## config.mk

```make
export PLATFORM = sky130hd
export DESIGN_NAME = timed_awning_motor_controller_unit
export DESIGN_NICKNAME = d
export VERILOG_FILES = /design/src/design/tam_pkg.sv /design/src/design/tam_tick.sv /design/src/design/timed_awning_motor_controller_unit.sv
export VERILOG_INCLUDE_DIRS = /design/src /design/src/design
export SDC_FILE = /design/constraint.sdc
export NUM_CORES = 1
export LEC_CHECK = 0
export ABC_AREA = 1
export BUFFER_PORTS_ARGS = -buffer_cell sky130_fd_sc_hd__buf_2
export CAP_MARGIN = 0
export CORE_MARGIN = 2
export CORE_UTILIZATION = 45
export CTS_CLUSTER_SIZE = 10
export DETAILED_ROUTE_END_ITERATION = 10
export PLACE_DENSITY_LB_ADDON = 0.25
export SKIP_LAST_GASP = 1
export SLEW_MARGIN = 25
export SYNTH_ARGS = -nofsm -noshare
export SYNTH_HDL_FRONTEND = slang
export SYNTH_SLANG_ARGS = --single-unit
```

## constraint.sdc

```tcl
create_clock -name clk -period 6.62 [get_ports clk]
set_clock_uncertainty 0.05 [all_clocks]
set_input_delay 0.331 -clock clk [delete_from_list [all_inputs] [get_ports clk]]
set_output_delay 0.331 -clock clk [all_outputs]
set_load 0.03 [all_outputs]
```

## src/design/timed_awning_motor_controller_unit_assert.svh

```systemverilog
// Assertion macros shared by the RTL files.
`ifndef TIMED_AWNING_MOTOR_CONTROLLER_UNIT_ASSERT_SVH
`define TIMED_AWNING_MOTOR_CONTROLLER_UNIT_ASSERT_SVH

`ifndef SYNTHESIS
`define TAM_ASSERT(label, clk, rst_n, prop, msg) \
    label: assert property (@(posedge clk) disable iff (!rst_n) prop) else $error(msg);
`define TAM_ASSERT_ALWAYS(label, clk, prop, msg) \
    label: assert property (@(posedge clk) prop) else $error(msg);
`else
`define TAM_ASSERT(label, clk, rst_n, prop, msg)
`define TAM_ASSERT_ALWAYS(label, clk, prop, msg)
`endif

`endif

```

## src/design/tam_pkg.sv

```systemverilog
package tam_pkg;

    localparam int TIME_W   = 32;
    localparam int TRAVEL_W = 24;
    localparam int MODE_W   = 3;

    localparam logic [TRAVEL_W-1:0] TRAVEL_RESET = 24'd30000;
    localparam logic [TIME_W-1:0]   MUTE_TICKS   = 32'd400;

    localparam logic [MODE_W-1:0] MODE_UNKNOWN    = 3'd0;
    localparam logic [MODE_W-1:0] MODE_EXTENDED   = 3'd1;
    localparam logic [MODE_W-1:0] MODE_RETRACTING = 3'd2;
    localparam logic [MODE_W-1:0] MODE_RETRACTED  = 3'd3;
    localparam logic [MODE_W-1:0] MODE_EXTENDING  = 3'd4;

    typedef struct packed {
        logic retract_button;
        logic extend_button;
        logic rain_lock;
    } tam_in_t;

    typedef struct packed {
        logic [MODE_W-1:0] mode;
        logic              motor_pin;
        logic              direction_pin;
    } tam_out_t;

    // Control from the handshake stage to the tick logic
    typedef struct packed {
        logic advance;
        logic cfg_write;
    } tam_step_t;

endpackage

```

## src/design/tam_tick.sv

```systemverilog
`include "timed_awning_motor_controller_unit_assert.svh"

module tam_tick
    import tam_pkg::*;
(
    input  logic                clk,
    input  logic                rst_n,
    input  tam_step_t           step,
    input  logic [TRAVEL_W-1:0] cfg_data,
    input  tam_in_t             item,
    output tam_out_t            result
);

    logic [TRAVEL_W-1:0] travel_ms_reg;
    logic [TIME_W-1:0]   now_reg;
    logic [TIME_W-1:0]   mute_until_reg;
    logic [TIME_W-1:0]   deadline_reg;
    logic [MODE_W-1:0]   mode_reg;
    logic                motor_reg;
    logic                direction_reg;

    logic [TIME_W-1:0]   now_next;
    logic [TIME_W-1:0]   mute_until_next;
    logic [TIME_W-1:0]   deadline_next;
    logic [MODE_W-1:0]   mode_next;
    logic                motor_next;
    logic                direction_next;

    logic                muted;
    logic                retract;
    logic                check_deadline;
    logic [TIME_W-1:0]   move_deadline;
    logic [TIME_W-1:0]   mute_deadline;

    assign muted         = mute_until_reg > now_reg;
    assign retract       = item.retract_button | item.rain_lock;
    assign move_deadline = now_reg + {{(TIME_W-TRAVEL_W){1'b0}}, travel_ms_reg};
    assign mute_deadline = now_reg + MUTE_TICKS;
    assign now_next      = now_reg + {{(TIME_W-1){1'b0}}, 1'b1};

    always_comb
    begin
        mute_until_next = mute_until_reg;
        deadline_next   = deadline_reg;
        mode_next       = mode_reg;
        motor_next      = motor_reg;
        direction_next  = direction_reg;
        check_deadline  = 1'b0;
        if (!muted)
        begin
            check_deadline = 1'b1;
            if (retract)
            begin
                priority if (mode_reg == MODE_RETRACTED || mode_reg == MODE_RETRACTING)
                begin
                    check_deadline = 1'b0;
                end
                else if (mode_reg == MODE_EXTENDING)
                begin
                    // reverse request: stop and hold off input
                    check_deadline  = 1'b0;
                    mute_until_next = mute_deadline;
                    deadline_next   = '0;
                    motor_next      = 1'b1;
                    direction_next  = 1'b1;
                    mode_next       = MODE_UNKNOWN;
                end
                else
                begin
                    mode_next      = MODE_RETRACTING;
                    direction_next = 1'b1;
                    motor_next     = 1'b0;
                    deadline_next  = move_deadline;
                end
            end
            else if (item.extend_button)
            begin
                priority if (mode_reg == MODE_EXTENDED || mode_reg == MODE_EXTENDING)
                begin
                    check_deadline = 1'b0;
                end
                else if (mode_reg == MODE_RETRACTING)
                begin
                    check_deadline  = 1'b0;
                    mute_until_next = mute_deadline;
                    deadline_next   = '0;
                    motor_next      = 1'b1;
                    direction_next  = 1'b1;
                    mode_next       = MODE_UNKNOWN;
                end
                else
                begin
                    mode_next      = MODE_EXTENDING;
                    direction_next = 1'b0;
                    motor_next     = 1'b0;
                    deadline_next  = move_deadline;
                end
            end
        end
        // end of travel, also for a move started in this tick
        if (check_deadline && deadline_next != '0 && deadline_next <= now_reg)
        begin
            priority if (mode_next == MODE_RETRACTING)
            begin
                deadline_next  = '0;
                motor_next     = 1'b1;
                direction_next = 1'b1;
                mode_next      = MODE_RETRACTED;
            end
            else if (mode_next == MODE_EXTENDING)
            begin
                deadline_next  = '0;
                motor_next     = 1'b1;
                direction_next = 1'b1;
                mode_next      = MODE_EXTENDED;
            end
        end
    end

    always_ff @(posedge clk or negedge rst_n)
    begin
        if (!rst_n)
        begin
            travel_ms_reg  <= TRAVEL_RESET;
            now_reg        <= '0;
            mute_until_reg <= '0;
            deadline_reg   <= '0;
            mode_reg       <= MODE_UNKNOWN;
            motor_reg      <= 1'b1;
            direction_reg  <= 1'b1;
        end
        else
        begin
            if (step.cfg_write)
            begin
                travel_ms_reg <= cfg_data;
            end
            if (step.advance)
            begin
                now_reg        <= now_next;
                mute_until_reg <= mute_until_next;
                deadline_reg   <= deadline_next;
                mode_reg       <= mode_next;
                motor_reg      <= motor_next;
                direction_reg  <= direction_next;
            end
        end
    end

    assign result.mode          = mode_next;
    assign result.motor_pin     = motor_next;
    assign result.direction_pin = direction_next;

    `TAM_ASSERT(a_motor_runs_only_in_move, clk, rst_n, !motor_reg |-> (mode_reg == MODE_RETRACTING || mode_reg == MODE_EXTENDING), "motor running outside a move")
    `TAM_ASSERT(a_dir_low_only_extending, clk, rst_n, !direction_reg |-> (mode_reg == MODE_EXTENDING), "direction low while not extending")
    `TAM_ASSERT(a_time_holds_without_step, clk, rst_n, !step.advance |=> $stable(now_reg), "time advanced without a tick")

endmodule

```

## src/design/timed_awning_motor_controller_unit.sv

```systemverilog
// A word accepted into the input register passes through the tick logic into the
// result register, which drives out_item; an output stall can hold it in place.
// Throughput: one word per cycle while the output does not stall; the input register
// and the result register each hold one word, so input stalls only when both are full and the output stalls.
// Reset (rst_n, asynchronous, active low): pipeline empty, time and deadlines zero,
// mode unknown, both relays high, travel time 30000 ticks.
`include "timed_awning_motor_controller_unit_assert.svh"

module timed_awning_motor_controller_unit
    import tam_pkg::*;
(
    input  logic                clk,
    input  logic                rst_n,
    input  logic                in_valid,
    output logic                in_stall,
    input  tam_in_t             in_item,
    output logic                out_valid,
    input  logic                out_stall,
    output tam_out_t            out_item,
    input  logic                cfg_valid,
    output logic                cfg_ready,
    input  logic [TRAVEL_W-1:0] cfg_data
);

    logic      in_valid_reg;
    logic      in_valid_next;
    tam_in_t   in_item_reg;
    logic      out_valid_reg;
    logic      out_valid_next;
    tam_out_t  out_item_reg;
    tam_out_t  tick_result;
    tam_step_t step;
    logic      in_take;

    assign step.advance   = in_valid_reg & (~out_valid_reg | ~out_stall);
    assign step.cfg_write = cfg_valid & cfg_ready;
    assign in_stall       = in_valid_reg & ~step.advance;
    assign in_take        = in_valid & ~in_stall;
    assign cfg_ready      = ~in_valid_reg;

    always_comb
    begin
        in_valid_next = in_valid_reg;
        if (in_take)
        begin
            in_valid_next = 1'b1;
        end
        else if (step.advance)
        begin
            in_valid_next = 1'b0;
        end
        out_valid_next = out_valid_reg & out_stall;
        if (step.advance)
        begin
            out_valid_next = 1'b1;
        end
    end

    always_ff @(posedge clk or negedge rst_n)
    begin
        if (!rst_n)
        begin
            in_valid_reg  <= 1'b0;
            out_valid_reg <= 1'b0;
        end
        else
        begin
            in_valid_reg  <= in_valid_next;
            out_valid_reg <= out_valid_next;
        end
    end

    // hold payloads while stalled
    always_ff @(posedge clk)
    begin
        if (in_take)
        begin
            in_item_reg <= in_item;
        end
        if (step.advance)
        begin
            out_item_reg <= tick_result;
        end
    end

    tam_tick u_tick (
        .clk      (clk),
        .rst_n    (rst_n),
        .step     (step),
        .cfg_data (cfg_data),
        .item     (in_item_reg),
        .result   (tick_result)
    );

    assign out_valid = out_valid_reg;
    assign out_item  = out_item_reg;

    `TAM_ASSERT(a_stall_only_when_full, clk, rst_n,
        in_stall |-> (in_valid_reg && out_valid_reg && out_stall),
        "input stalled with room left")
    `TAM_ASSERT_ALWAYS(a_no_step_empty, clk, step.advance |-> in_valid_reg,
        "tick advanced with no word held")

endmodule

```

; ---- Word-level counts from Yosys, hierarchy flattened
; Index checks and enable logic that the tools add are counted.
[word_totals]
ff_bits = 135
inputBits = 32
elab_cells = 105
out_inout_bits = 8
[op_classes]
n_reduce_logical = 9
mux = 54
add_sub_neg = 3
eq_ne = 9
magnitude_cmp = 2
bitwise_logic = 13
[ops]
columns = operator, n
row1 = $mux 32, 16
row2 = $add 32x1->32 const B, 1
row3 = $add 32x24->32, 1
row4 = $add 32x9->32 const B, 1
row5 = $gt 32x32->1, 1
row6 = $le 32x32->1, 1
row7 = $reduce_bool 32->1, 1
row8 = $mux 1, 28
row9 = $mux 3, 9
row10 = $eq 3x2->1 const B, 3
row11 = $reduce_and 7->1, 1
row12 = $eq 3x3->1 const B, 2
row13 = $not 1->1, 6
row14 = $reduce_bool 2->1, 3
row15 = $and 1x1->1, 5
row16 = $ne 2x2->1 const B, 2
row17 = $eq 3x1->1 const B, 1
row18 = $logic_and 1x1->1, 2
row19 = $logic_or 1x1->1, 2
row20 = $mux 2, 1
row21 = $ne 2x1->1 const B, 1
row22 = $or 1x1->1, 2

; ---- Longest topological paths before layout
; Gate-level depths: netlist of run 1.
[logic_depth]
ltp_word = 10
mapped_depth = 32
depth_no_buf = 32

; ---- Cells and area by module
; A second synthesis of run 1 with hierarchy kept.
[hier_totals]
cells_unflattened = 1557
area_unflattened_um2 = 11193.2
[modules_own_cells]
columns = module, seq_area_each_um2, area_each_um2, cells_each, n_inst
row1 = tam_tick, 3139.3, 10855.4, 1535, 1
row2 = timed_awning_motor_controller_unit, 290.3, 337.8, 22, 1

; ---- Worst setup path before layout of run 1
; OpenSTA, ideal clock, no wires.
[synth_path]
kind = register to register
startpoint = reg u_tick.now_reg[0]
endpoint = reg u_tick.deadline_reg[19]
arrival_time_ns = 3.611
t_required_ns = 6.440
period_less_slack_ns = 3.791
setup_ns = 0.130
n_path_buf = 1
slack_ns = 2.829
stages_incl_launch_ff = 29
path_cell_list = dfrtp_1 ha_1 inv_1 fa_1 inv_1 nand3_1 nand2_1 nand2_1 nand2_1 nand2_1 nand2_1 nand3_1 nand3_1 nand2_1 nand3_1 nand2_1 ha_1 nand2_1 inv_1 nand3_1 nor3_1 nand2_1 nor4b_1 nor2_1 nor2_1 nand3_4 buf_6 nand2_1 o21ai_1
[synth_via]
elab_chain_len = 10
word_cells_on_any_way = 20
cone_classes = add/sub: 1 / order compare: 2 / eq/ne: 2 / mux: 12 / reduce/logical: 3
[synth_lines]
columns = item, line
row1 = "start, declared", tam_tick.sv:15  ; logic [TIME_W-1:0] now_reg;
row2 = "start signal, assigned", tam_tick.sv:140  ; now_reg <= now_next;
row3 = "parallel branches: the longest is 9 deep, another holds $add 32x24->32", n/a
row4 = $mux 32 *, tam_tick.sv:101  ; if (check_deadline && deadline_next != '0 && deadline_next <= now_reg)
row5 = "end signal, assigned", tam_tick.sv:142  ; deadline_reg <= deadline_next;
row6 = "end, declared", tam_tick.sv:17  ; logic [TIME_W-1:0] deadline_reg;
; Mark *: on every way between the ends.
; A chain may end at the register's enable or synchronous reset.

==> results by group, run 1 <==
STA
  • Actual transition at the worst max-transition pin: around 1.0 ns
  • Relative slew slack: 0.306
  • Final clock period utilization by the worst path: 0.852
  • RSZ-0062 raised after global routing: false
  • Shortest clock period the worst path allows after layout: between 5 and 6 ns
  • Max Slew Vio Count: 0
  • Peak clock frequency supported by timing: 0.177 GHz
  • Hold Fails Final Rpt: 0
  • Setup TNS: 0 ns
  • Number of setup violations in the final report: 0

Global route
  • Via count of the first global-routing pass: about 10,000
  • GRT Util Overall: 0.283
  • Number of antenna violations at the first check in global routing: 0
  • Global route overflow: 0
  • Maximum number of pins on one net before global-route repair: 67
  • Wire length of the first global-routing pass: 55,900 um

Critical path
  • Largest stage delay on the critical path: 0.47 ns
  • Slowest CP cell: sky130_fd_sc_hd__nand3_1
  • Sum of buffers and inverters on the critical path: 2
  • CP Data Arrival Time: 5.98 ns
  • Most common cell on crit path: sky130_fd_sc_hd__nand2_1
  • Startpoint Class: register
  • Startpoint of the worst register-to-register path: u_tick.now_reg[19]
  • Largest fanout on the critical path: 35
  • Data required time at the worst endpoint: just under 7 ns
  • Crit path capture type: register
  • Flop-to-flop setup slack: ~0.98 ns
  • R2R Path End: u_tick.motor_reg
  • Start-to-end type of the worst setup path: reg -> reg
  • Family of cells with the greatest summed delay on the critical path: simple AND/OR/NAND/NOR gates
  • Logic depth of the worst register-to-register path: 25

Synthesis
  • #FFs+latches synth: approximately 140
  • Post-synth top flop: sky130_fd_sc_hd__dfrtp_1
  • Count of synthesis-stage warnings from yosys: 0
  • Sequential cell area fraction in the yosys report: 0.311
  • Async set-or-reset flop fraction in the synthesized netlist: 0.941
  • Largest cells by area after synthesis: sky130_fd_sc_hd__dfrtp_1 27%, sky130_fd_sc_hd__nand2_1 19%, sky130_fd_sc_hd__ha_1 10%
  • Library cells used by synthesis: 53
  • EDFF count, synth: 8
  • Net count after synthesis: approximately 1,700
  • Yosys top cell area share: 0.268
  • Post-synthesis instance area: between 10,000 and 15,000 um^2
  • Top cell type by total area after synthesis: sky130_fd_sc_hd__dfrtp_1
  • Mapped Avg Cell Area: 6.82 um^2
  • Post-synthesis instance total: 1,619

Place
  • Routability congestion estimate from global placement: about 0.94
  • Sum of net half-perimeters after detailed placement: between 20,000 and 30,000 um
  • Number of port buffers: 39
  • Placed instance count: slightly below 2,000

Routing
  • Final wirelength: 35,400 um
  • Post-route antenna net violation count: 0
  • Number of DRC violations after detailed routing: 0
  • Avg WL per Cell: approximately 18 um
  • Number of vias in the routed layout: approximately 11,000
  • First-iteration detailed-routing DRC count: 1,038
  • First-pass detailed-route iteration total: 5
  • Avg Vias per Cell: around 5.3

Power and ir drop
  • Total leakage power: around 0.0065 uW
  • Cell Pwr Density: just under 400 nW/um^2
  • Maximum resistive drop on vdd: 0.236 mV

Floorplanning
  • Total I/O pin count: 40
  • Area of the die: ~26,000 um^2
  • Effective utilization at floorplan: 0.457
  • Site Rows: 57
  • Die W: 161 um
  • Die Span Y: about 160 um
  • Placeable core region: 24,200 um^2

Layout
  • Final-layout fill cell count: roughly 2,500
  • Antenna diode count: 0
  • Final net count: 1,773
  • Proportion of layout cells with a drive suffix above 1: 0.0812
  • Layout Cells excl Fill: 1,987
  • Area Growth Syn to Fin: 9.96%

CTS
  • Count of hold buffers inserted by post-cts repair: 4
  • Clk Tree Root Cell: sky130_fd_sc_hd__clkbuf_16
  • Num CTS Buffers: 17
  • Latest clock arrival within the worst-skew pair: 0.45 ns
  • Clock slew at reported path FFs: 0.07 ns
  • Clock sink count: about 140
  • H-tree depth: 4
  • Clock tree from TritonCTS: built
  • Number of setup buffers added after CTS: 0
  • Clock buffer depth: 2
  • Number of gates given a new drive strength after cts: 0

Worst hold path
  • Worst Hold Endpoint: in_valid_reg
  • Type of the most critical hold path: in -> reg
  • Hold path depth: 3
  • HP Start: in_valid

Status
  • Result of the run: finished, final reports clean

Run
  • Max-cap violations: 0
## worst max path at each step
stage,cells past startpoint,endpoint,from
after CTS,25,u_tick.motor_reg,u_tick.now_reg[19]
after global routing,25,u_tick.motor_reg,u_tick.now_reg[19]
after global placement,25,u_tick.direction_reg,u_tick.now_reg[19]
after floorplan,28,u_tick.deadline_reg[19],u_tick.now_reg[0]
final,25,u_tick.motor_reg,u_tick.now_reg[19]
after detailed placement,24,u_tick.deadline_reg[0],u_tick.now_reg[19]
## cell usage in the layout (no fill, tap or decap), drive strengths merged, types with 2 or more instances in the layout
master	Yosys	final
or2	4	4
dlygate4sd3	0	4
buf	20	49
and2	3	3
bufinv	0	2
clkinv	1	4
nand2	554	554
a211oi	2	2
nor3	21	21
nor2	113	113
o21ai	56	56
o22ai	2	2
o2111ai	2	2
o211ai	3	3
clkbuf	21	22
nor4	6	6
dfstp	9	9
nand3b	7	7
o31ai	2	2
nand3	153	153
clkinvlp	0	2
mux2	23	23
nor3b	2	2
xor2	56	56
nand4	29	29
ha	90	90
inv	221	224
a31oi	3	3
dfrtp	118	118
o21a	7	7
a21oi	74	74
edfxtp	8	8
xnor2	2	2
## layer usage
metal,vias to the layer above,routed length [um],global-route usage
li1,5277,-,-
met1,4968,15300,0.358
met2,308,17000,0.487
met3,70,1610,0.0364
met4,0,1460,0.124
met5,-,0,0
## power by group
part,switching [uW],internal [uW],leakage [uW]
combinational,1630,801,0.00460
sequential,216,1090,0.00162
clock,412,578,0.000282
total,2260,2470,0.00650
## stage by stage
step | hold slack (ns) | power, uW | cell area, um^2 | worst slack, ns | utilization
5_1_grt | 0.0516 | 5120 | 12100 | 0.578 | 0.502
3_3_place_gp | 0.313 | 3690 | 11500 | 1.15 | 0.476
4_1_cts | 0.0391 | 4710 | 12100 | 1.07 | 0.502
2_1_floorplan | -0.0146 | 3010 | 11000 | 2.83 | -
3_5_place_dp | 0.320 | 3710 | 11500 | 1.11 | 0.476
6_report | 0.0411 | 4720 | 12100 | 0.982 | 0.502
## worst register-to-register path, cell delays in order (launching register included)
cell and delay, ns:
sky130_fd_sc_hd__dfrtp_1 0.45, sky130_fd_sc_hd__inv_1 0.18, sky130_fd_sc_hd__ha_1 0.36, sky130_fd_sc_hd__a21oi_1 0.18, sky130_fd_sc_hd__nand3_1 0.13, sky130_fd_sc_hd__nand2_1 0.08, sky130_fd_sc_hd__nand2_1 0.08, sky130_fd_sc_hd__a21oi_1 0.40
sky130_fd_sc_hd__nand2_2 0.16, sky130_fd_sc_hd__nand2_4 0.19, sky130_fd_sc_hd__nand3_1 0.47, sky130_fd_sc_hd__nand2_1 0.18, sky130_fd_sc_hd__nand2_1 0.10, sky130_fd_sc_hd__ha_1 0.31, sky130_fd_sc_hd__nand2_1 0.08, sky130_fd_sc_hd__inv_1 0.08
sky130_fd_sc_hd__nand3_1 0.07, sky130_fd_sc_hd__nor3_1 0.29, sky130_fd_sc_hd__nand2_1 0.19, sky130_fd_sc_hd__nor4b_1 0.43, sky130_fd_sc_hd__nor2_1 0.09, sky130_fd_sc_hd__nor2_1 0.25, sky130_fd_sc_hd__nand3_4 0.43, sky130_fd_sc_hd__nand2_1 0.21
sky130_fd_sc_hd__nand2_1 0.07, sky130_fd_sc_hd__nand2_1 0.08
## synthesized netlist by cell type (4+ instances only)
master and n:
sky130_fd_sc_hd__nor3_1 19, sky130_fd_sc_hd__buf_6 5, sky130_fd_sc_hd__nand4_1 29, sky130_fd_sc_hd__nand3b_1 6, sky130_fd_sc_hd__o21a_1 7, sky130_fd_sc_hd__dfstp_2 9, sky130_fd_sc_hd__buf_2 9, sky130_fd_sc_hd__dfrtp_1 118
sky130_fd_sc_hd__nor4_1 4, sky130_fd_sc_hd__nand3_1 150, sky130_fd_sc_hd__nor2_1 110, sky130_fd_sc_hd__inv_2 5, sky130_fd_sc_hd__xor2_1 56, sky130_fd_sc_hd__mux2_2 23, sky130_fd_sc_hd__inv_1 216, sky130_fd_sc_hd__or2_2 4
sky130_fd_sc_hd__clkbuf_1 21, sky130_fd_sc_hd__ha_1 90, sky130_fd_sc_hd__o21ai_0 52, sky130_fd_sc_hd__edfxtp_1 8, sky130_fd_sc_hd__nand2_1 551, sky130_fd_sc_hd__a21oi_1 74
## logic make-up (layout without fill, tap and decap cells)
group / Yosys count / in the layout / share of synthesized area
simple gates: 893 / 893 / 0.344
buf+inv: 263 / 307 / 0.0949
compound gates: 155 / 155 / 0.0762
flops: 135 / 135 / 0.311
fa+ha+maj: 91 / 91 / 0.104
xor+xnor: 58 / 58 / 0.0460
mux: 24 / 24 / 0.0244
## cell type report
class                   instances  area (um^2)  share of cell area
multi-input cells            1221         6570               0.541
flip-flops and latches        135         3430               0.283
inverters                     222          833              0.0687
clock buffers                  22          464              0.0382
well taps                     324          405              0.0334
repair buffers                 53          317              0.0261
clock inverters                10          120             0.00990
(Power assumes the default switching activity.)
==> run 2: changes to the inputs <==
--- a/config.mk
+++ b/config.mk
@@ -9,8 +9,10 @@
 export ABC_AREA = 1
 export BUFFER_PORTS_ARGS = -buffer_cell sky130_fd_sc_hd__buf_2
 export CAP_MARGIN = 0
+export CELL_PAD_IN_SITES_DETAIL_PLACEMENT = 2
+export CELL_PAD_IN_SITES_GLOBAL_PLACEMENT = 2
 export CORE_MARGIN = 2
-export CORE_UTILIZATION = 45
+export CORE_UTILIZATION = 39
 export CTS_CLUSTER_SIZE = 10
 export DETAILED_ROUTE_END_ITERATION = 10
 export PLACE_DENSITY_LB_ADDON = 0.25
==> results by group, run 2 (synthesis gave the netlist of run 1 again) <==
Status
  • Result of the run: finished, final reports clean

Floorplanning
  • Effective utilization at floorplan: 0.396
  • Placeable core region: about 28,000 um^2
  • Total I/O pin count: 40
  • Die W: approximately 170 um
  • Area of the die: slightly below 30,000 um^2
  • Die Span Y: 172 um
  • Site Rows: 61

STA
  • Hold Fails Final Rpt: 0
  • Number of setup violations in the final report: 0
  • Relative slew slack: 0.318
  • Final clock period utilization by the worst path: 0.922
  • Shortest clock period the worst path allows after layout: about 6 ns
  • Actual transition at the worst max-transition pin: slightly above 1 ns
  • Setup TNS: 0 ns
  • Peak clock frequency supported by timing: around 0.16 GHz
  • RSZ-0062 raised after global routing: false
  • Max Slew Vio Count: 0

Place
  • Number of port buffers: 39
  • Sum of net half-perimeters after detailed placement: about 36,000 um
  • Routability congestion estimate from global placement: slightly above 0.9
  • Placement Cell Area: roughly 12,000 um^2

Power and ir drop
  • Part of the power in the clock network: 0.207
  • Switch Pwr: ~2600 uW
  • Cell Pwr Density: ~420 nW/um^2
  • Register share of total power: 0.260
  • Switching part of the total power: 0.499
  • Relative contribution of combinational cells to total power: 0.533
  • Total leakage power: ~0.0065 uW
  • Maximum resistive drop on vdd: 0.255 mV
  • Cell Int Power: ~2600 uW

Critical path
  • Critical path, cell by cell: inv_1 -> ha_1 -> a21oi_1 -> nand3_1 -> nand2_1 -> nand2_1 -> a21oi_1 -> nand2_2 -> nand2_4 -> buf_4 -> nand2_1 -> nand2_1 -> inv_1 -> ha_1 -> nand2_1 -> inv_1 -> nand3_1 -> nor3_1 -> nor4b_1 -> nor2_1 -> nor2_1 -> nand3_4 -> nand3_1 -> nand2_1
  • Largest stage delay on the critical path: about 0.5 ns
  • Sum of buffers and inverters on the critical path: 4
  • Start-to-end type of the worst setup path: reg -> reg
  • Slowest CP cell: sky130_fd_sc_hd__dfrtp_1
  • CP Data Arrival Time: approximately 6.4 ns
  • Most common cell on crit path: sky130_fd_sc_hd__nand2_1
  • Startpoint Class: register
  • Largest fanout on the critical path: 35
  • Family of cells with the greatest summed delay on the critical path: simple AND/OR/NAND/NOR gates
  • Data required time at the worst endpoint: between 6 and 7 ns
  • Crit path capture type: register

CTS
  • Clk Tree Root Cell: sky130_fd_sc_hd__clkbuf_16
  • Number of gates given a new drive strength after cts: 0
  • Latest clock arrival within the worst-skew pair: around 0.47 ns
  • H-tree depth: 4
  • Num CTS Buffers: 17
  • Count of hold buffers inserted by post-cts repair: 4
  • Clock buffer depth: 2
  • Clock slew at reported path FFs: roughly 0.07 ns
  • Clock tree from TritonCTS: built
  • Number of setup buffers added after CTS: 0
  • Clock sink count: between 100 and 150

Worst hold path
  • Type of the most critical hold path: in -> reg

Layout
  • Proportion of layout cells with a drive suffix above 1: 0.0828
  • Final-layout fill cell count: between 3,000 and 4,000
  • Commonest non-fill, non-tap cell in the layout: sky130_fd_sc_hd__nand2_1
  • Post-route cell area: roughly 12,000 um^2
  • Final net count: roughly 1,800
  • Commonest cells after routing, fill and taps aside: 550 x sky130_fd_sc_hd__nand2_1, 216 x sky130_fd_sc_hd__inv_1, 150 x sky130_fd_sc_hd__nand3_1
  • Antenna diode count: 0
  • Area Growth Syn to Fin: 11.2%

Global route
  • Number of antenna violations at the first check in global routing: 0
  • Wire length of the first global-routing pass: ~76,000 um
  • Global route overflow: 0
  • Maximum number of pins on one net before global-route repair: 66
  • Via count of the first global-routing pass: approximately 13,000
  • GRT Util Overall: 0.346

Routing
  • Final wirelength: 48,500 um
  • Number of DRC violations after detailed routing: 0
  • Avg Vias per Cell: ~5.6
  • Number of vias in the routed layout: approximately 11,000
  • First-pass detailed-route iteration total: 6
  • First-iteration detailed-routing DRC count: approximately 700
  • Post-route antenna net violation count: 0
  • Avg WL per Cell: approximately 24 um

Run
  • Max-cap violations: 0
## run 2: cell count changes in the layout (fill, tap and decap cells not counted), sizes merged
cell	previous run	this run
buf	49	52
bufinv	2	4
clkbuf	22	24
clkinv	4	3
inv	224	221
## run 2: worst paths after layout
| path | slack [ns] | depth (start not counted) | start | to |
|---|---|---|---|---|
| worst max-delay path | 0.51 | 24 | u_tick.now_reg[19] | u_tick.deadline_reg[5] |
| worst min-delay path | 0.04 | 2 | cfg_data[15] | u_tick.travel_ms_reg[15] |
| worst max register to register | 0.51 | 24 | u_tick.now_reg[19] | u_tick.deadline_reg[5] |
| worst min register to register | 0.45 | 2 | u_tick.direction_reg | u_tick.direction_reg |
| max in group asynchronous | 4.77 | 3 | rst_n | in_valid_reg |
| min in group asynchronous | 0.39 | 2 | rst_n | u_tick.mute_until_reg[22] |
## run 2: power by group through the flow
stage	Clock (uW)	Sequential [uW]	Combinational [uW]
3_5_place_dp	0	1340	2620
2_1_floorplan	0	1250	1760
3_3_place_gp	0	1320	2450
5_1_grt	1110	1370	3050
4_1_cts	1080	1340	2730
6_report	1070	1340	2750
## run 2: cell type report
type,count,area (um^2),share of cell area
Clock inverter,8,145,0.0118
Sequential cell,135,3430,0.279
Clock buffer,24,482,0.0393
Multi-Input combinational cell,1221,6570,0.535
Inverter,222,833,0.0679
Tap cell,378,473,0.0385
Timing Repair Buffer,56,339,0.0276
## run 2: metrics by stage
step            util  hold WS [ns]  cells  total power [uW]  setup slack [ns]
6_report       0.441        0.0393   2044              5170             0.515
5_1_grt        0.441        0.0431   2044              5530             0.171
4_1_cts        0.441        0.0286   2044              5150             0.624
3_5_place_dp   0.417         0.314   2008              3960             0.719
3_3_place_gp   0.417         0.332   2008              3770             0.762
2_1_floorplan      -       -0.0146   1619              3010              2.83
## run 2: metal layers
layer	vias to the layer above	track usage	wire, um	share of wire
met3	103	0.0462	1490	0.031
li1	5275	-	-	-
met5	-	0	0	0
met4	0	0.167	2220	0.046
met1	5822	0.394	19700	0.41
met2	266	0.635	25100	0.52
